<file path="src/rtl/core/tcw_pkg.sv">
// ----------------------------------------------------------------------------
// tcw_pkg
// Shared constants, codes and controller/datapath interface types for the
// text console writer.
// ----------------------------------------------------------------------------
package tcw_pkg;

  localparam int COLUMNS  = 80;
  localparam int ROWS     = 25;
  localparam int TAB_STOP = 4;

  localparam int CELLS   = COLUMNS * ROWS;
  localparam int ADDR_W  = $clog2(CELLS);
  localparam int COL_W   = 7;
  localparam int ROW_W   = 5;
  localparam int IDX_W   = ROW_W + COL_W;
  localparam int PH_W    = $clog2(TAB_STOP);
  localparam int CHAR_W  = 8;
  localparam int ENTRY_W = 16;
  localparam int POS_W   = 11;
  localparam int KIND_W  = 2;

  localparam int AREA_START   = COLUMNS;
  localparam int SCROLL_START = 2 * COLUMNS;
  localparam int AREA_END     = (ROWS - 1) * COLUMNS - 1;

  localparam logic [CHAR_W-1:0] CH_SPACE    = 8'h20;
  localparam logic [CHAR_W-1:0] CH_NL       = 8'h0A;
  localparam logic [CHAR_W-1:0] CH_CR       = 8'h0D;
  localparam logic [CHAR_W-1:0] CH_TAB      = 8'h09;
  localparam logic [CHAR_W-1:0] RESET_COLOR = 8'h07;

  localparam logic [KIND_W-1:0] KIND_PUT   = 2'd0;
  localparam logic [KIND_W-1:0] KIND_CLEAR = 2'd1;
  localparam logic [KIND_W-1:0] KIND_PUTXY = 2'd2;
  localparam logic [KIND_W-1:0] KIND_READ  = 2'd3;

  // Pointer operations
  localparam logic [2:0] PTR_HOLD   = 3'd0;
  localparam logic [2:0] PTR_CURSOR = 3'd1;
  localparam logic [2:0] PTR_XY     = 3'd2;
  localparam logic [2:0] PTR_AREA   = 3'd3;
  localparam logic [2:0] PTR_SCROLL = 3'd4;
  localparam logic [2:0] PTR_INC    = 3'd5;

  // Cursor operations
  localparam logic [2:0] CUR_HOLD = 3'd0;
  localparam logic [2:0] CUR_INC  = 3'd1;
  localparam logic [2:0] CUR_WRAP = 3'd2;
  localparam logic [2:0] CUR_COL0 = 3'd3;
  localparam logic [2:0] CUR_HOME = 3'd4;

  // Write data selection
  localparam logic [1:0] WD_SPACE = 2'd0;
  localparam logic [1:0] WD_CHAR  = 2'd1;
  localparam logic [1:0] WD_RESET = 2'd2;
  localparam logic [1:0] WD_COPY  = 2'd3;

  typedef struct packed {
    logic       take;
    logic [2:0] ptr_op;
    logic [2:0] cur_op;
    logic       mem_we;
    logic [1:0] wd_sel;
    logic       wa_back;
    logic       scr_set;
    logic       entry_load;
    logic       out_load;
  } cmd_t;

  typedef struct packed {
    logic [KIND_W-1:0] kind;
    logic              is_nl;
    logic              is_cr;
    logic              is_tab;
    logic              xy_ok;
    logic              col_last;
    logic              row_last;
    logic              phase_last;
    logic              ptr_top;
    logic              ptr_area_end;
    logic              rd_nl;
    logic              out_busy;
  } sts_t;

endpackage

</file>
<file path="src/rtl/core/tcw_ctrl.sv">
// ----------------------------------------------------------------------------
// tcw_ctrl
// Sequencer for the text console writer: decodes each item and steps the
// datapath through writes, reads, fills and the scroll copy.
// ----------------------------------------------------------------------------
module tcw_ctrl (
  input  logic          clk,
  input  logic          rst_n,
  input  logic          in_tvalid,
  output logic          in_tready,
  input  tcw_pkg::sts_t sts,
  output tcw_pkg::cmd_t cmd
);

  localparam logic [3:0] ST_CLR      = 4'd0;
  localparam logic [3:0] ST_IDLE     = 4'd1;
  localparam logic [3:0] ST_DECODE   = 4'd2;
  localparam logic [3:0] ST_PUT      = 4'd3;
  localparam logic [3:0] ST_LINE     = 4'd4;
  localparam logic [3:0] ST_CR_RD    = 4'd5;
  localparam logic [3:0] ST_CR_CHK   = 4'd6;
  localparam logic [3:0] ST_TAB      = 4'd7;
  localparam logic [3:0] ST_SCR_RD   = 4'd8;
  localparam logic [3:0] ST_SCR_WR   = 4'd9;
  localparam logic [3:0] ST_SCR_FILL = 4'd10;
  localparam logic [3:0] ST_FILL     = 4'd11;
  localparam logic [3:0] ST_PUTXY    = 4'd12;
  localparam logic [3:0] ST_RD       = 4'd13;
  localparam logic [3:0] ST_RD_WAIT  = 4'd14;
  localparam logic [3:0] ST_FINISH   = 4'd15;

  logic [3:0] state_r, state_nxt;

  always_ff @(posedge clk) begin
    if (!rst_n) begin
      state_r <= ST_CLR;
    end else begin
      state_r <= state_nxt;
    end
  end

  always_comb begin
    cmd       = '0;
    state_nxt = state_r;
    in_tready = (state_r == ST_IDLE);
    case (state_r)
      ST_CLR: begin
        cmd.mem_we = 1'b1;
        cmd.wd_sel = tcw_pkg::WD_RESET;
        cmd.ptr_op = tcw_pkg::PTR_INC;
        if (sts.ptr_top) begin
          state_nxt = ST_IDLE;
        end
      end
      ST_IDLE: begin
        if (in_tvalid) begin
          cmd.take  = 1'b1;
          state_nxt = ST_DECODE;
        end
      end
      ST_DECODE: begin
        case (sts.kind)
          tcw_pkg::KIND_PUT: begin
            cmd.ptr_op = tcw_pkg::PTR_CURSOR;
            if (sts.is_nl) begin
              state_nxt = ST_LINE;
            end else if (sts.is_cr) begin
              state_nxt = ST_CR_RD;
            end else if (sts.is_tab) begin
              state_nxt = ST_TAB;
            end else begin
              state_nxt = ST_PUT;
            end
          end
          tcw_pkg::KIND_CLEAR: begin
            cmd.ptr_op = tcw_pkg::PTR_AREA;
            cmd.cur_op = tcw_pkg::CUR_HOME;
            state_nxt  = ST_FILL;
          end
          tcw_pkg::KIND_PUTXY: begin
            cmd.ptr_op = tcw_pkg::PTR_XY;
            state_nxt  = sts.xy_ok ? ST_PUTXY : ST_FINISH;
          end
          default: begin
            cmd.ptr_op = tcw_pkg::PTR_XY;
            state_nxt  = sts.xy_ok ? ST_RD : ST_FINISH;
          end
        endcase
      end
      ST_PUT: begin
        cmd.mem_we = 1'b1;
        cmd.wd_sel = tcw_pkg::WD_CHAR;
        if (!sts.col_last) begin
          cmd.cur_op = tcw_pkg::CUR_INC;
          state_nxt  = ST_FINISH;
        end else if (sts.row_last) begin
          cmd.cur_op  = tcw_pkg::CUR_COL0;
          cmd.ptr_op  = tcw_pkg::PTR_SCROLL;
          cmd.scr_set = 1'b1;
          state_nxt   = ST_SCR_RD;
        end else begin
          cmd.cur_op = tcw_pkg::CUR_WRAP;
          state_nxt  = ST_FINISH;
        end
      end
      ST_LINE: begin
        cmd.mem_we = 1'b1;
        cmd.wd_sel = tcw_pkg::WD_SPACE;
        cmd.ptr_op = tcw_pkg::PTR_INC;
        if (!sts.col_last) begin
          cmd.cur_op = tcw_pkg::CUR_INC;
        end else if (sts.row_last) begin
          cmd.cur_op  = tcw_pkg::CUR_COL0;
          cmd.ptr_op  = tcw_pkg::PTR_SCROLL;
          cmd.scr_set = 1'b1;
          state_nxt   = ST_SCR_RD;
        end else begin
          cmd.cur_op = tcw_pkg::CUR_WRAP;
          state_nxt  = ST_FINISH;
        end
      end
      ST_CR_RD: begin
        state_nxt = ST_CR_CHK;
      end
      ST_CR_CHK: begin
        // A carriage return over a stored newline code leaves everything as is.
        state_nxt = sts.rd_nl ? ST_FINISH : ST_LINE;
      end
      ST_TAB: begin
        cmd.mem_we = 1'b1;
        cmd.wd_sel = tcw_pkg::WD_SPACE;
        cmd.ptr_op = tcw_pkg::PTR_INC;
        if (!sts.col_last) begin
          cmd.cur_op = tcw_pkg::CUR_INC;
          if (sts.phase_last) begin
            state_nxt = ST_FINISH;
          end
        end else if (sts.row_last) begin
          cmd.cur_op  = tcw_pkg::CUR_COL0;
          cmd.ptr_op  = tcw_pkg::PTR_SCROLL;
          cmd.scr_set = 1'b1;
          state_nxt   = ST_SCR_RD;
        end else begin
          cmd.cur_op = tcw_pkg::CUR_WRAP;
          state_nxt  = ST_FINISH;
        end
      end
      ST_SCR_RD: begin
        state_nxt = ST_SCR_WR;
      end
      ST_SCR_WR: begin
        cmd.mem_we  = 1'b1;
        cmd.wd_sel  = tcw_pkg::WD_COPY;
        cmd.wa_back = 1'b1;
        cmd.ptr_op  = tcw_pkg::PTR_INC;
        state_nxt   = sts.ptr_area_end ? ST_SCR_FILL : ST_SCR_RD;
      end
      ST_SCR_FILL: begin
        // The pointer runs one row ahead of the blanked row.
        cmd.mem_we  = 1'b1;
        cmd.wd_sel  = tcw_pkg::WD_SPACE;
        cmd.wa_back = 1'b1;
        cmd.ptr_op  = tcw_pkg::PTR_INC;
        if (sts.ptr_top) begin
          state_nxt = ST_FINISH;
        end
      end
      ST_FILL: begin
        cmd.mem_we = 1'b1;
        cmd.wd_sel = tcw_pkg::WD_SPACE;
        cmd.ptr_op = tcw_pkg::PTR_INC;
        if (sts.ptr_area_end) begin
          state_nxt = ST_FINISH;
        end
      end
      ST_PUTXY: begin
        cmd.mem_we = 1'b1;
        cmd.wd_sel = tcw_pkg::WD_CHAR;
        state_nxt  = ST_FINISH;
      end
      ST_RD: begin
        state_nxt = ST_RD_WAIT;
      end
      ST_RD_WAIT: begin
        cmd.entry_load = 1'b1;
        state_nxt      = ST_FINISH;
      end
      ST_FINISH: begin
        if (!sts.out_busy) begin
          cmd.out_load = 1'b1;
          state_nxt    = ST_IDLE;
        end
      end
      default: begin
        state_nxt = ST_IDLE;
      end
    endcase
  end

`ifndef ASSERT_OFF
  a_out_load_free: assert property (@(posedge clk) disable iff (!rst_n)
    cmd.out_load |-> !sts.out_busy)
    else $error("result loaded while the output register is still held");

  a_take_decode: assert property (@(posedge clk) disable iff (!rst_n)
    cmd.take |=> state_r == ST_DECODE)
    else $error("accepted item not decoded in the next cycle");

  a_no_write_idle: assert property (@(posedge clk) disable iff (!rst_n)
    (state_r == ST_IDLE || state_r == ST_FINISH) |-> !cmd.mem_we)
    else $error("text store written outside an item's work");
`endif

endmodule

</file>
<file path="config.mk">
export PLATFORM = sky130hd
export DESIGN_NAME = tcw_ctrl
export DESIGN_NICKNAME = d
export VERILOG_FILES = /design/src/rtl/core/tcw_pkg.sv /design/src/rtl/core/tcw_ctrl.sv
export SDC_FILE = /design/constraint.sdc
export NUM_CORES = 1
export LEC_CHECK = 0
export ABC_AREA = 1
export BUFFER_PORTS_ARGS = -buffer_cell sky130_fd_sc_hd__buf_2
export CORE_ASPECT_RATIO = 0.6
export CORE_MARGIN = 3
export CORE_UTILIZATION = 30
export DETAILED_ROUTE_END_ITERATION = 6
export SLEW_MARGIN = 15
export SYNTH_ARGS = -nofsm -noshare
export SYNTH_HDL_FRONTEND = slang
export SYNTH_SLANG_ARGS = --single-unit
</file>
<file path="constraint.sdc">
create_clock -name clk -period 3.5 [get_ports clk]
set_clock_uncertainty 0.05 [all_clocks]
set_input_delay 0.7 -clock clk [delete_from_list [all_inputs] [get_ports clk]]
set_output_delay 0.7 -clock clk [all_outputs]
set_load 0.005 [all_outputs]
</file>
==> results.md, run 1 <==
* Dpl cell area at between 800 and 900 sq um
* Synth Area in Adders at 0%
* CTS H-tree depth at 1
* Hold Crit Class: reg2reg
* CP max stage delay at around 0.48 ns
* DRC at 0
* CTS Buffer Depth at 2
* Synth warnings at 0
* Max VDD drop at about 340 uV
* Max cap viols at 0
* Element type at the critical path end: output pin
* Xor-xnor portion of the synthesized cell area at 0%
* Cell leakage power at about 0.52 nW
* Area grow syn2layout at 33.1%
* Hold path cells at 2
* Largest family of logic cells by synthesized area: simple AND/OR/NAND/NOR gates
* CTS tree: yes
* Worst Path Required at 2.75 ns
* Buf/Inv on CP at 3
* CP delay by family, top: flip-flops
* Largest register FFs at 4
* Type of the worst setup path: reg2out
* CP Data Arrival Time at approximately 1.6 ns
* Unique masters post-synth at 19
* Setup Viol. Count Final at 0
* Clock-pin slew on the worst setup and hold paths at approximately 0.03 ns
* Clock root buffer: clkbuf_8
* Mux cell area share after synthesis at 0%
* Register bit count reported by yosys at 4
* GRT Overall Usage at between 10% and 20%
* Simple-Gate Fraction of Synth Area at 60.5%
* WHS at 0.507 ns
* FMAX at about 420 MHz
* Clock Latency Late Sink at between 0.2 and 0.25 ns
* First-pass GRT wire length at roughly 3.0 mm
* CTS Hold Buffers Added at 0
* Total core area at between 1500 and 2000 sq um
* DRT antenna net count at 0
* Total number of vias at 860
* RSZ-0062 raised after global routing: false
* Min Tclk post-route at around 2.4 ns
* Die Width at 66.6 um
* Vias per cell at roughly 4.5
* Biggest register: state_r
* Setup bufs post-CTS at 0
* Crit Path Max Fanout at 7
* Clk sink count at 4
* Largest net degree at the start of global routing at 9
* Worst path slowest cell: dfxtp_1
* Netlist Area Pre-Place at between 600 and 700 sq um
* Congestion Overflow GR at 0
* CTS resizes at 0
* Top-level I/O count at 31
* Most frequent cells in the layout: 34 x nand2_1, 30 x buf_2, 20 x nor2_1
* DPL Wire Length at about 1.7 mm
* R2R cell count at 9
* Starting Density at between 30 and 40%
* NumNets Final at 180
* Avg Cell Area, Syn at 5.09 sq um
* Hold Violations, Final at 0
* FP Rows at 12
* Critical Path, Cell by Cell: inv_2, nand2_2, inv_2, nand2_1, nand2_1, a21oi_1, o221ai_1, buf_2
* Mapped Cells at between 100 and 150
* Die Y at 42.4 um
* Layout cells sized above 1 at 35.2%
* Max-slew headroom at roughly 73%
* Commonest non-fill, non-tap cell in the layout: nand2_1
* Worst path depth at 8
* Startpoint types: flip-flop
* Diode count at 0
* CTS Buf Count at 3
* Port buffer count at 30
* Fin area at 881 sq um
* Vias in the first global route at between 700 and 800
* Tcrit/Tclk final at between 60% and 70%
* Post-synthesis sequential area ratio at 12.1%
* Sum Neg Setup Slack at 0 ns
* Net count after synthesis at 146
* Slew Viols, Final at 0
* Final Power at 0.000710 W
* GPL Wtd Cong at 0.867
* Initial antenna violation count at 0
* P per Cell Area at between 800 and 900 nW/um^2
* DR pass1 iterations at 4
* Worst-margin pin slew at 0.400 ns
* Outcome: complete, no violations
* Compound-Gate Fraction of Synth Area at between 10% and 20%
* DRT iter0 DRCs at 42
* Routed WL per cell at ~10 um
* Biggest regs: state_r x4
* Final WL at slightly below 2 mm
* Die area at about 2800 sq um
[tightest hold or removal path, cell delays in order (launching register included)]
cell	delay, ns
dfxtp_1	0.35
nand2_1	0.09
a21oi_1	0.05
[layer usage]
metal  track usage (%)  vias to the layer above  part of all wire [%]
li1                  -                      469                     -
met1              21.2                      363                    55
met2              19.1                       28                    37
met3              2.95                        0                   7.3
met4              2.43                        0                     0
met5                 0                        -                     0
[synth_stat cells (all sizes together)]
cell / n / area (sq um)
a21oi: 7 / 38.8
o211ai: 1 / 7.51
o21ai: 5 / 25.0
nand2: 39 / 159
dfxtp: 4 / 80.1
nand4: 2 / 12.5
nand3: 14 / 75.1
inv: 25 / 93.8
and3: 1 / 6.26
nor2: 30 / 148
o221ai: 1 / 8.76
buf: 1 / 7.51
[kinds of logic after synthesis]
| family | after synthesis |
|---|---|
| simple gates | 86 |
| buf+inv | 26 |
| compound gates | 14 |
| flops | 4 |
[power breakdown]
group          internal, W   total, W  switching (W)
registers        0.0000657   0.000109      0.0000432
logic             0.000196   0.000506       0.000311
clock network    0.0000731  0.0000948      0.0000217
total             0.000335   0.000710       0.000375
[final timing paths]
path,slack [ns],startpoint,end
min,0.51,state_r[2]$_SDFFE_PN0P_,state_r[2]$_SDFFE_PN0P_
min reg2reg,0.51,state_r[2]$_SDFFE_PN0P_,state_r[2]$_SDFFE_PN0P_
max,1.13,state_r[1]$_SDFFE_PN0P_,cmd[10]
max reg2reg,2.00,state_r[3]$_SDFFE_PN0P_,state_r[0]$_SDFFE_PN0P_
[stage by stage]
| stage | utilization [%] | setup slack (ns) | std cells |
|---|---|---|---|
| CTS | 44.8 | 1.17 | 190 |
| finish | 44.8 | 1.13 | 190 |
| global route | 44.8 | 1.01 | 190 |
| floorplan | - | 1.64 | 130 |
| detailed placement | 42.7 | 1.41 | 187 |
| global placement | 42.7 | 1.45 | 187 |
[final cells by class]
| class | count | area, sq um |
|---|---|---|
| clock buffer | 3 | 41.3 |
| fill | 230 | 1090 |
| inverter | 25 | 93.8 |
| multi-input combinational | 100 | 480 |
| sequential | 4 | 80.1 |
| tap | 28 | 35.0 |
| timing repair buffer | 30 | 150 |
No activity file was read; power rests on OpenSTA's default activity.
==> inputs of run 2 (changes only) <==
==> constraint.sdc (replaced) <==
create_clock -name clk -period 1.9 [get_ports clk]
set_clock_uncertainty 0.05 [all_clocks]
set_input_delay 0.38 -clock clk [delete_from_list [all_inputs] [get_ports clk]]
set_output_delay 0.38 -clock clk [all_outputs]
set_load 0.005 [all_outputs]
==> run 2 against run 1 <==
Net effect: critical path depth down 1; power is 88% higher; combinational power is 88% higher; sequential power rose by 94%; clock-buffer cell count unchanged; critical path type unchanged.
==> results.md, run 2 (same netlist as run 1, synthesis figures left out) <==
* Final WL at approximately 1.9 mm
* Seq pwr share at around 16%
* CP Launch Point: state_r[3]$_SDFFE_PN0P_
* RSZ-0062 raised after global routing: true
* Most frequent cells in the layout: 34 x nand2_1, 30 x buf_2, 20 x nor2_1
* Fill cells at 229
* Final Non-Filler Cells at 190
* Net Sw Power at between 0.0007 and 0.0008 W
* CTS H-tree depth at 1
* CTS Buf Count at 3
* DPL Wire Length at about 1.7 mm
* Clk sink count at 4
* DR pass1 iterations at 4
* CP Data Arrival Time at approximately 1.4 ns
* Vias per cell at about 4.5
* First-pass GRT wire length at 3.15 mm
* Dpl cell area at between 800 and 900 sq um
* Logic pwr share at 71.1%
* Initial antenna violation count at 0
* Setup Viol. Count Final at 0
* Worst hold path startpoint: rst_n
* Port buffer count at 30
* DRC at 0
* FP Rows at 12
* Max-slew headroom at about three quarters
* Outcome: complete, no violations
* Reg2Reg Setup Slack at ~0.47 ns
* Routed WL per cell at 10.1 um
* DRT iter0 DRCs at 39
* Element type at the critical path end: output pin
* Hold path cells at 3
* Area grow syn2layout at 34.6%
* FMAX at 536 MHz
* Hold Violations, Final at 0
* Placed cells at 187
* Biggest register: state_r
* Largest net degree at the start of global routing at 9
* Worst Path Required at 1.47 ns
* Type of the worst setup path: reg2out
* Die Width at 66.6 um
* Sum Neg Setup Slack at 0 ns
* Clock Latency Late Sink at 0.22 ns
* Max Used Layer: met3
* Tcrit/Tclk final at a little over nine tenths
* Fin area at 891 sq um
* GPL Wtd Cong at between 0.8 and 0.9
* Min Tclk post-route at 1.87 ns
* Clock-pin slew on the worst setup and hold paths at around 0.03 ns
* Met3 WL at ~150 um
* Total number of vias at 852
* CTS Buffer Depth at 2
* Diode count at 0
* Hold Path Sink: state_r[0]$_SDFFE_PN0P_
* R2R cell count at 9
* GRT Overall Usage at between 10% and 20%
* Hold Crit Class: in2reg
* Layout cells sized above 1 at 37.7%
* Top-level I/O count at 31
* DR WL met2 at approximately 670 um
* Congestion Overflow GR at 0
* Max VDD drop at 621 uV
* Post-Route M1 WL at approximately 1.1 mm
* Setup bufs post-CTS at 0
* Starting Density at 33.7%
* Commonest non-fill, non-tap cell in the layout: nand2_1
* Max cap viols at 0
* Total core area at just under 2000 sq um
* CTS tree: yes
* CTS Hold Buffers Added at 0
* Worst R2R End: state_r[0]$_SDFFE_PN0P_
* Crit Path Max Fanout at 8
* Largest register FFs at 4
* Internal at about 0.00063 W
* Post-layout util at roughly 45%
* Switching part of the total power at a little over half
* Die Y at about 42 um
* Slew Viols, Final at 0
* Startpoint types: flip-flop
* Clk pwr share at 13.1%
* Worst-margin pin slew at just under 0.4 ns
* Final Power at 0.00134 W
* P per Cell Area at ~1500 nW/um^2
* NumNets Final at 180
* Vias in the first global route at just over 700
* R2r startpoint: state_r[2]$_SDFFE_PN0P_
* Cell leakage power at roughly 0.52 nW
* Die area at 2820 sq um
* DRT antenna net count at 0
* Clock root buffer: clkbuf_8
* Biggest regs: state_r x4
-- run 2: cell counts in the layout (fill, tap and decap cells not counted) --
No cell type changed its count.
-- run 2: critical path, stage by stage (launching register included) --
cell,delay (ns)
dfxtp_2,0.41
inv_2,0.05
nor2_2,0.21
nand2_1,0.14
nand2_1,0.13
a21oi_2,0.06
o211ai_1,0.09
buf_2,0.14
-- run 2: routing by layer --
metal / vias to the layer above / global-route usage, %
met1: 353 / 23.4
met3: 0 / 4.56
li1: 470 / -
met4: 0 / 2.43
met5: - / 0
met2: 29 / 17.7
-- run 2: timing repair --
action	4_1_cts	5_1_grt
pin swaps	0	0
setup endpoints to repair	3	6
resized for setup	4	1
hold endpoints to repair	0	0
gates cloned	0	0
-- run 2: layout make-up --
cell class	count	area [sq um]	share of cell area [%]
sequential	4	86.3	9.69
inverter	25	93.8	10.5
clock buffer	3	41.3	4.63
tap	28	35.0	3.93
multi-input combinational	100	484	54.4
timing repair buffer	30	150	16.9
-- run 2: how the worst max path moves through the flow --
stage               endpoint  slack, ns  depth (start not counted)
finish               cmd[12]       0.03                          7
global route          cmd[7]       -0.1                          5
CTS                  cmd[10]       0.02                          6
detailed placement   cmd[10]       0.10                          8
global placement     cmd[10]       0.18                          8
floorplan            cmd[10]       0.36                          7
-- run 2: per-stage QoR --
stage,worst slack (ns),hold slack [ns]
after floorplan,0.361,0.460
after global placement,0.180,0.501
after detailed placement,0.102,0.507
after CTS,0.0204,0.366
after global routing,-0.0963,0.392
final,0.0340,0.368
-- run 2: power groups by stage --
stage | logic (W) | clock network (W) | registers (W)
final | 0.000949 | 0.000175 | 0.000212
after global routing | 0.00108 | 0.000192 | 0.000222
after floorplan | 0.000670 | 0 | 0.000166
after global placement | 0.000932 | 0 | 0.000197
after detailed placement | 0.000935 | 0 | 0.000199
after CTS | 0.000951 | 0.000181 | 0.000206
==> inputs of run 3 (changes only) <==
--- a/config.mk
+++ b/config.mk
@@ -11,6 +11,7 @@
 export CORE_MARGIN = 3
 export CORE_UTILIZATION = 30
 export DETAILED_ROUTE_END_ITERATION = 6
+export PLACE_DENSITY_LB_ADDON = 0.3
 export SLEW_MARGIN = 15
 export SYNTH_ARGS = -nofsm -noshare
 export SYNTH_HDL_FRONTEND = slang
==> run 3 against run 2 <==
Net effect: sequential power rose by 8%; utilization up 1.8 points; clock-buffer cell count did not move; clock power up 7%; non-clock buffer count unchanged; sequential cell count stayed put; cell count unchanged; maximum frequency grew 3.0%; via count increased by 4.0%; first-iteration DRC count is 15% lower; hold slack improved by 0.0088 ns; register-to-register slack got worse by 0.02 ns; critical endpoint unchanged; largest cell class unchanged; highest routed layer is now met4.
==> results.md, run 3 (same netlist as run 1, synthesis figures left out) <==
* CP max stage delay at between 0.3 and 0.4 ns
* P per Cell Area at 1550 nW/um^2
* Min Tclk post-route at 1.81 ns
* CTS Buf Count at 3
* Slew Viols, Final at 0
* Congestion Overflow GR at 0
* Worst Path Required at about 1.5 ns
* RSZ-0062 raised after global routing: false
* Largest net degree at the start of global routing at 9
* Worst-margin pin slew at 0.332 ns
* Layout cells sized above 1 at about two fifths
* End point of the critical path: cmd[12]
* CTS Hold Buffers Added at 0
* Biggest regs: state_r x4
* Vias in the first global route at between 700 and 800
* Hold Violations, Final at 0
* GRT Overall Usage at 14.2%
* Area grow syn2layout at 39.9%
* Clk pwr share at 13.1%
* Reg2Reg Setup Slack at 0.45 ns
* Outcome: complete, no violations
* GPL Wtd Cong at approximately 0.92
* Clock Latency Late Sink at between 0.2 and 0.25 ns
* Startpoint types: flip-flop
* Worst R2R End: state_r[0]$_SDFFE_PN0P_
* Sum Neg Setup Slack at 0 ns
* CTS Buffer Depth at 2
* Starting Density at between 30% and 40%
* R2R cell count at 8
* Crit Path Max Fanout at 6
* Total number of vias at roughly 890
* Final WL at approximately 2.1 mm
* Worst path slowest cell: dfxtp_2
* Die area at 2820 sq um
* First-pass GRT wire length at 3.09 mm
* Buf/Inv on CP at 1
* DR pass1 iterations at 4
* CP Launch Point: state_r[0]$_SDFFE_PN0P_
* DRC at 0
* CP Data Arrival Time at approximately 1.4 ns
* Vias per cell at roughly 4.7
* Tcrit/Tclk final at a little over nine tenths
* Most frequent cells in the layout: 32 x nand2_1, 30 x buf_2, 20 x nor2_1
* Diode count at 0
* R2r startpoint: state_r[0]$_SDFFE_PN0P_
* Max-slew headroom at between 70 and 80%
* NumNets Final at 180
* Logic pwr share at just over 70%
* WHS at 0.376 ns
* Clk sink count at 4
* Type of the worst setup path: reg2out
* Net Sw Power at 0.000768 W
* DRT antenna net count at 0
* Cell leakage power at between 0.5 and 0.6 nW
* Max cap viols at 0
* Largest register FFs at 4
* Routed WL per cell at 11.2 um
* Biggest register: state_r
* Fill cells at 220
* CTS H-tree depth at 1
* Clock root buffer: clkbuf_8
* Total core area at 1970 sq um
* CTS tree: yes
* Top-level I/O count at 31
* Setup Viol. Count Final at 0
* DPL Wire Length at 1.67 mm
* Port buffer count at 30
* FP Rows at 12
* Die Y at between 40 and 50 um
* Most used cell, CP: nand2_2
* Hold Crit Class: in2reg
* CP delay by family, top: simple AND/OR/NAND/NOR gates
* Switching part of the total power at between 50 and 60%
* FMAX at 552 MHz
* Commonest non-fill, non-tap cell in the layout: nand2_1
* Worst path depth at 6
* Seq pwr share at approximately 16%
* Initial antenna violation count at 0
* Element type at the critical path end: output pin
* Max VDD drop at 346 uV
* Die Width at around 67 um
* Clock-pin slew on the worst setup and hold paths at 0.04 ns
* DRT iter0 DRCs at 33
* Critical Path, Cell by Cell: nor2_2, nand2_2, nand2_2, a21oi_4, o211ai_1, buf_2
* Internal at roughly 0.00067 W
run 3: layout make-up:
cell class | count | area, sq um | share of cell area (%)
clock buffers | 3 | 41.3 | 4.46
repair buffers | 30 | 150 | 16.2
multi-input cells | 100 | 515 | 55.7
well taps | 28 | 35.0 | 3.78
flip-flops and latches | 4 | 90.1 | 9.73
inverters | 25 | 93.8 | 10.1
run 3: worst min-delay path by stage:
stage	startpoint	to	slack (ns)	cells past startpoint
floorplan	state_r[2]$_SDFFE_PN0P_	state_r[2]$_SDFFE_PN0P_	0.46	2
global placement	state_r[2]$_SDFFE_PN0P_	state_r[2]$_SDFFE_PN0P_	0.50	2
detailed placement	state_r[2]$_SDFFE_PN0P_	state_r[2]$_SDFFE_PN0P_	0.51	2
CTS	rst_n	state_r[0]$_SDFFE_PN0P_	0.38	3
global route	rst_n	state_r[0]$_SDFFE_PN0P_	0.40	3
finish	rst_n	state_r[0]$_SDFFE_PN0P_	0.38	3
run 3: repair_timing:
item	4_1_cts	5_1_grt
gates resized for setup	4	10
setup endpoints to repair	3	6
setup buffers	0	0
run 3: layer usage:
layer | wire length (um) | GRT usage [%] | vias up
met3 | 138 | 1.61 | 2
met1 | 1080 | 21.7 | 382
met5 | 0 | 0 | -
met2 | 901 | 19.9 | 33
li1 | - | - | 469
met4 | 13 | 4.86 | 0
run 3: power groups by stage:
stage	sequential [W]	combinational [W]	clock, W
final	0.000230	0.00102	0.000188
after global routing	0.000234	0.00114	0.000196
after CTS	0.000205	0.000948	0.000190
after detailed placement	0.000197	0.000930	0
after global placement	0.000196	0.000929	0
after floorplan	0.000166	0.000670	0
run 3: worst reg2reg max path: cells and delay by family, from the launching register on:
| family | cells | cell delay [ns] |
|---|---|---|
| AOI/OAI and AO/OA | 1 | 0.12 |
| and+or+nand+nor | 7 | 0.81 |
| DFF | 1 | 0.35 |
run 3: stage by stage:
| step | setup WS (ns) | instance area [sq um] | util (%) | power, W | cells |
|---|---|---|---|---|---|
| global route | 0.0106 | 926 | 47.1 | 0.00157 | 190 |
| CTS | 0.00905 | 888 | 45.2 | 0.00134 | 190 |
| finish | 0.0892 | 926 | 47.1 | 0.00144 | 190 |
| floorplan | 0.361 | 662 | - | 0.000836 | 130 |
| global placement | 0.187 | 840 | 42.7 | 0.00112 | 187 |
| detailed placement | 0.144 | 840 | 42.7 | 0.00113 | 187 |
